--- src/rtl/hvp_pkg.sv ---
`timescale 1ns / 1ps

package hvp_pkg;

  // Window geometry.
  localparam int RADIUS     = 20;
  localparam int SCAN_SHIFT = 7;
  localparam int WIN        = 2 * RADIUS + 1;
  localparam int CELLS      = WIN * WIN;
  localparam int ADDR_W     = $clog2(CELLS);
  localparam int CW         = $clog2(WIN);
  localparam int RW         = $clog2(RADIUS);
  localparam int KW         = $clog2(2 * RADIUS - 1);
  localparam int CENTER     = RADIUS * WIN + RADIUS;

  // Distance cost table over one quadrant, indexed by |dx| * (RADIUS+1) + |dy|.
  localparam int COST_N = (RADIUS + 1) * (RADIUS + 1);
  localparam int CI_W   = $clog2(COST_N);
  localparam int CST_W  = SCAN_SHIFT + 2;

  // Request codes.
  localparam logic [1:0] REQ_LOAD = 2'd0;
  localparam logic [1:0] REQ_RUN  = 2'd1;
  localparam logic [1:0] REQ_READ = 2'd2;

  typedef logic [CST_W-1:0] cost_tab_t [COST_N];

  // Commands from the controller to the datapath.
  typedef struct packed {
    logic              clr_vis;
    logic              clr_val;
    logic [ADDR_W-1:0] clr_addr;
    logic              load;
    logic              read_item;
    logic              run_accept;
    logic              center_rd;
    logic              seed;
    logic              visit_rd;
    logic              visit_wr;
    logic              finish;
    logic [CW-1:0]     x;
    logic [CW-1:0]     y;
    logic [RW-1:0]     ring;
  } cmd_t;

  // Status from the datapath to the controller.
  typedef struct packed {
    logic visible;
  } stat_t;

  function automatic longint isqrt(longint n);
    longint rem;
    longint root;
    longint b;
    rem  = n;
    root = 0;
    b    = longint'(1) << 62;
    for (int s = 0; s < 32; s++) begin
      if (b != 0) begin
        if (rem >= root + b) begin
          rem  = rem - (root + b);
          root = (root >> 1) + b;
        end else begin
          root = root >> 1;
        end
        b = b >> 2;
      end
    end
    return root;
  endfunction

  function automatic cost_tab_t build_cost();
    cost_tab_t t;
    longint    n;
    longint    r;
    longint    q;
    int        m;
    for (int i = 0; i <= RADIUS; i++) begin
      for (int j = 0; j <= RADIUS; j++) begin
        m = (i > j) ? i : j;
        if (m > 0) begin
          n = longint'(i * i + j * j) << (2 * SCAN_SHIFT);
          r = isqrt(n);
          // Quotient of the root by the larger offset, found by counting up.
          q = 0;
          for (int s = 0; s < 512; s++) begin
            if ((q + 1) * longint'(m) <= r) begin
              q = q + 1;
            end
          end
          t[i * (RADIUS + 1) + j] = CST_W'(q);
        end else begin
          t[i * (RADIUS + 1) + j] = '0;
        end
      end
    end
    return t;
  endfunction

  localparam cost_tab_t COST_ROM = build_cost();

endpackage

--- src/rtl/hvp_ctrl.sv ---
`timescale 1ns / 1ps

module hvp_ctrl
  import hvp_pkg::*;
(
  input  logic       clk_i,
  input  logic       rst_ni,
  input  logic       start_i,
  input  logic [1:0] req_type_i,
  input  stat_t      stat_i,
  output cmd_t       cmd_o,
  output logic       busy_o
);

  typedef enum logic [2:0] {
    ST_INIT,
    ST_IDLE,
    ST_CLEAR,
    ST_CENTER,
    ST_SEED,
    ST_VRD,
    ST_VWR,
    ST_FINISH
  } state_e;

  state_e            state_q;
  logic [ADDR_W-1:0] clr_q;
  logic [RW-1:0]     ring_q;
  logic [KW-1:0]     k_q;
  logic [1:0]        side_q;
  logic              any_q;
  logic              accept;
  logic              any_d;
  int                jo;
  int                xi;
  int                yi;

  assign accept = start_i && (state_q == ST_IDLE);
  assign busy_o = (state_q != ST_IDLE);
  assign any_d  = any_q | stat_i.visible;

  // Cell coordinates for the current ring, position and side.
  always_comb begin
    jo = int'(k_q) - int'(ring_q);
    unique case (side_q)
      2'd0: begin xi = RADIUS + jo;          yi = RADIUS - int'(ring_q); end
      2'd1: begin xi = RADIUS + jo;          yi = RADIUS + int'(ring_q); end
      2'd2: begin xi = RADIUS - int'(ring_q); yi = RADIUS + jo;          end
      default: begin xi = RADIUS + int'(ring_q); yi = RADIUS - jo;       end
    endcase
  end

  // Command decode.
  always_comb begin
    cmd_o            = '0;
    cmd_o.clr_addr   = clr_q;
    cmd_o.x          = CW'(xi);
    cmd_o.y          = CW'(yi);
    cmd_o.ring       = ring_q;
    cmd_o.clr_vis    = (state_q == ST_INIT) || (state_q == ST_CLEAR);
    cmd_o.clr_val    = (state_q == ST_INIT);
    cmd_o.load       = accept && (req_type_i == REQ_LOAD);
    cmd_o.read_item  = accept && (req_type_i == REQ_READ);
    cmd_o.run_accept = accept && (req_type_i == REQ_RUN);
    cmd_o.center_rd  = (state_q == ST_CENTER);
    cmd_o.seed       = (state_q == ST_SEED);
    cmd_o.visit_rd   = (state_q == ST_VRD);
    cmd_o.visit_wr   = (state_q == ST_VWR);
    cmd_o.finish     = (state_q == ST_FINISH);
  end

  // Sequencer: sweeps, center setup and the ring walk.
  always_ff @(posedge clk_i or negedge rst_ni) begin
    if (!rst_ni) begin
      state_q <= ST_INIT;
      clr_q   <= '0;
      ring_q  <= RW'(1);
      k_q     <= '0;
      side_q  <= '0;
      any_q   <= 1'b0;
    end else begin
      unique case (state_q)
        ST_INIT, ST_CLEAR: begin
          if (clr_q == ADDR_W'(CELLS - 1)) begin
            clr_q   <= '0;
            state_q <= (state_q == ST_INIT) ? ST_IDLE : ST_CENTER;
          end else begin
            clr_q <= clr_q + 1'b1;
          end
        end
        ST_IDLE: begin
          if (accept && (req_type_i == REQ_RUN)) begin
            state_q <= ST_CLEAR;
          end
        end
        ST_CENTER: state_q <= ST_SEED;
        ST_SEED: begin
          ring_q  <= RW'(1);
          k_q     <= '0;
          side_q  <= '0;
          any_q   <= 1'b0;
          state_q <= ST_VRD;
        end
        ST_VRD: state_q <= ST_VWR;
        ST_VWR: begin
          if (side_q != 2'd3) begin
            side_q  <= side_q + 1'b1;
            any_q   <= any_d;
            state_q <= ST_VRD;
          end else begin
            side_q <= '0;
            if (int'(k_q) < 2 * int'(ring_q)) begin
              k_q     <= k_q + 1'b1;
              any_q   <= any_d;
              state_q <= ST_VRD;
            end else if (!any_d || (int'(ring_q) == RADIUS - 1)) begin
              any_q   <= any_d;
              state_q <= ST_FINISH;
            end else begin
              ring_q  <= ring_q + 1'b1;
              k_q     <= '0;
              any_q   <= 1'b0;
              state_q <= ST_VRD;
            end
          end
        end
        default: state_q <= ST_IDLE;
      endcase
    end
  end

endmodule

--- config.mk ---
export PLATFORM = sky130hd
export DESIGN_NAME = hvp_ctrl
export DESIGN_NICKNAME = d
export VERILOG_FILES = /design/src/rtl/hvp_pkg.sv /design/src/rtl/hvp_ctrl.sv
export SDC_FILE = /design/constraint.sdc
export NUM_CORES = 1
export LEC_CHECK = 0
export BUFFER_PORTS_ARGS = -buffer_cell sky130_fd_sc_hd__buf_2
export CORE_UTILIZATION = 25
export DETAILED_ROUTE_END_ITERATION = 10
export PLACE_DENSITY = 0.43
export SETUP_SLACK_MARGIN = 0.1
export SLEW_MARGIN = 25
export SYNTH_ARGS = -nofsm -noshare
export SYNTH_HDL_FRONTEND = slang
export SYNTH_SLANG_ARGS = --single-unit
--- constraint.sdc ---
create_clock -name clk_i -period 2.2 [get_ports clk_i]
set_input_delay 0.11 -clock clk_i [delete_from_list [all_inputs] [get_ports clk_i]]
set_output_delay 0.11 -clock clk_i [all_outputs]
set_load 0.05 [all_outputs]
==> flow_metrics.py <==
metrics = {
    "critical_path": {
        "crit_type": "flop to output port",
        "critPathBufInv": 2,
        "cp_slowest_cell": "dfstp_4",
        "crit_family": "compound AO/OA/AOI/OAI gates",
        "cp.required_ns": 2.09,
        "worstPathArrival_ns": 2.76,
        "ff2ff_path_depth": 8,
        "path_depth": 11,
        "cp-end-kind": "output port",
        "crit_chain": "ha_4 > inv_2 > fa_2 > a21o_1 > a21oi_2 > xnor2_2 > a21oi_1 > xor2_1 > a221oi_2 > a21oi_4 > buf_4",
        "startpoint_type": "flop",
        "cpPeakStageDelay_ns": 0.64,
        "crit_fanout": 4,
    },
    "timing": {
        "worst_slew_pin_slew_ns": 0.645,
        "finClkSkew_ns": 0.00406,
        "finalSetupViolCount": 10,
        "hold_viol": 0,
        "fin_crit_sh": 1.30,
        "maxSlewHeadroom": 0.570,
        "rsz0062_at_grt": "yes",
        "finalWorstSetupSlack_ns": -0.670,
        "drv_slew": 0,
        "finalCriticalPeriod_ns": 2.87,
        "fmax_mhz": 348,
    },
    "yosys": {
        "synth_compound_area_frac": 0.215,
        "synthAdderAreaFrac": 0.139,
        "ys.flop_type": "dfrtp_1",
        "yosys_warnings": 0,
        "avgSynthCellArea_um2": 8.55,
        "syn_inst": 279,
        "syn_nets": 311,
        "synth_top_family_by_area": "compound AO/OA/AOI/OAI gates",
        "synthMuxAreaShare": 0.0173,
        "synth_cell_type_count": 60,
        "synth-async-reset-ratio": 1.00,
        "synthXorXnorAreaFrac": 0.0802,
        "ys_seq_area_frac": 0.294,
        "synth_edf_count": 0,
        "netlist_area_mm2": 0.00239,
        "ys_ff_latch": 28,
        "synthSimpleGateAreaFrac": 0.189,
    },
    "min_path": {
        "hp-class": "input pin to flop",
        "hold_depth": 3,
    },
    "placement": {
        "routabilityCongestion": 0.753,
        "dp_hpwl_um": 5410,
        "post-place-cells": 483,
        "io_buffers": 44,
    },
    "die": {
        "coreArea_mm2": 0.00924,
        "fp.dieW_um": 99.7,
        "initial_utilization": 0.258,
        "die_y_um": 99.7,
        "io-pin-count": 45,
        "std_cell_rows": 35,
        "die_area_mm2": 0.00994,
    },
    "clocking": {
        "clk_pin_slew_ns": 0.10,
        "h-tree-depth": 1,
        "clock-root-buffer": "clkbuf_8",
        "numCtsBuffers": 3,
        "cts_tree": "yes",
        "clk_latency_ns": 0.28,
        "clk_path_buf_depth": 2,
        "cts.sinks": 28,
    },
    "outcome": {
        "status": "finished with violations",
        "violations": "negative setup slack",
    },
    "grt": {
        "grt-ovfl-total": 0,
        "grt_pass1_vias": 2268,
        "antenna_found_initial": 0,
        "grt_max_degree": 29,
        "grt_pass1_wl_um": 11500,
        "grt_usage": 0.145,
    },
    "routing": {
        "vias_per_cell": 4.79,
        "dr.pass1.iters": 4,
        "drcViolationCount": 0,
        "drtIter0Drc": 77,
        "ant_nets": 0,
        "wire_per_inst_um": 14.0,
        "wl_um": 6870,
        "via_count": 2346,
    },
    "final_layout": {
        "final_nets": 394,
        "stdcell_count": 490,
        "n_antenna_cell": 0,
        "final_layout_size_suffix_gt1_frac": 0.410,
        "area_growth_syn_to_layout_pct": 45.8,
    },
    "job": {
        "timing.max_cap.violations": 0,
    },
}
-- path summary, 6_finish.rpt --
check,start,to,slack [ns]
worst max-delay path,ring_q[0],cmd_o[10],-0.67
worst min-delay path,stat_i,any_q,0.13
worst max register to register,k_q[2],ring_q[4],0.23
worst min register to register,any_q,any_q,0.55
max in group asynchronous,rst_ni,ring_q[4],1.36
min in group asynchronous,rst_ni,clr_q[2],0.38
-- layout make-up --
| cell class | count | area, um2 |
|---|---|---|
| Clock buffer | 3 | 41.3 |
| Inverter | 24 | 100 |
| Sequential cell | 28 | 711 |
| Fill cell | 972 | 5760 |
| Multi-Input combinational cell | 214 | 1790 |
| Timing Repair Buffer | 91 | 651 |
| Clock inverter | 1 | 30.0 |
| Tap cell | 129 | 161 |
-- stage by stage --
stage / instance area, um2 / TNS [ns] / utilization / hold slack (ns) / setup WS [ns]
2_1_floorplan: 2590 / -3.22 / - / -0.186 / -0.430
3_3_place_gp: 3230 / -2.70 / 0.350 / 0.184 / -0.425
3_5_place_dp: 3230 / -2.84 / 0.350 / 0.182 / -0.431
4_1_cts: 3380 / -5.32 / 0.366 / 0.126 / -0.701
5_1_grt: 3480 / -6.09 / 0.377 / 0.160 / -0.807
6_report: 3480 / -4.96 / 0.377 / 0.131 / -0.670
-- Yosys cell counts (all sizes together), types with 2 or more instances --
cell type	instances	area [um2]
o21ai	15	78.8
buf	7	40.0
a222oi	2	20.0
o32ai	2	17.5
inv	24	90.1
o31ai	2	15.0
a221oi	3	26.3
and3	3	18.8
a21oi	27	139
o2111ai	4	35.0
nand2b	5	38.8
nor4	2	12.5
a211o	2	17.5
and2	2	12.5
or2	3	18.8
nor4b	3	26.3
nor2	19	76.3
nor3	3	15.0
a22oi	3	22.5
nand2	24	90.1
nand4	6	37.5
xnor2	13	114
xor2	8	77.6
ha	25	313
o311ai	4	35.0
o22ai	2	12.5
mux2i	3	30.0
dfrtp	27	676
nand3	9	45.0
clkbuf	6	23.8
a21o	3	22.5
-- worst reg2reg max path, delay by kind of cell, from the launching register on --
family,cells,cell delay [ns]
buf+inv,1,0.14
simple gates,1,0.15
flops,1,0.43
fa+ha+maj,1,0.24
compound gates,5,0.88
-- flip-flops by register name, summed over array words and instances (netlist names) --
register  flops
side_q        2
k_q           6
state_q       3
any_q         1
ring_q        5
clr_q        11
-- metal layers --
metal  global-route usage  vias to the layer above  part of all wire
li1                     -                     1167                 -
met1                0.194                     1135              0.48
met2                0.255                       42              0.50
met3              0.00984                        2             0.022
met4               0.0271                        0            0.0044
met5                    0                        -                 0
-- layout by cell type (no fill, tap or decap), types with 4 or more instances in the layout --
cell / instances
o2111ai_1: 4
nor2_1: 17
buf_2: 34
buf_4: 45
xnor2_1: 11
nand3_1: 9
inv_1: 18
nand4_1: 6
a21oi_1: 19
dfrtp_2: 4
xor2_1: 6
o21ai_0: 9
nand2_1: 23
dfrtp_1: 23
ha_1: 20
o21ai_2: 4
a21oi_4: 5
nand2b_1: 4
buf_6: 10
-- logic make-up (layout without fill, tap and decap cells) --
family / Yosys count / after routing
muxes: 4 / 4
adders and majority gates: 26 / 26
AOI/OAI and AO/OA: 77 / 77
buffers and inverters: 37 / 119
xor gates and xnor gates: 21 / 21
and+or+nand+nor: 86 / 86
DFF: 28 / 28
-- timing repair --
| action | CTS | global route |
|---|---|---|
| resized for setup | 17 | 22 |
| endpoints found under the setup margin | 10 | 19 |
| buffers inserted | 1 | 1 |
| pin swaps | 1 | 7 |
| hold endpoints to repair | 27 | 0 |
| cloned | 0 | 0 |
| hold buffers | 1 | 0 |
Power is not shown: default switching activity piles up to over one toggle a cycle in this logic, so the estimate is an artifact.
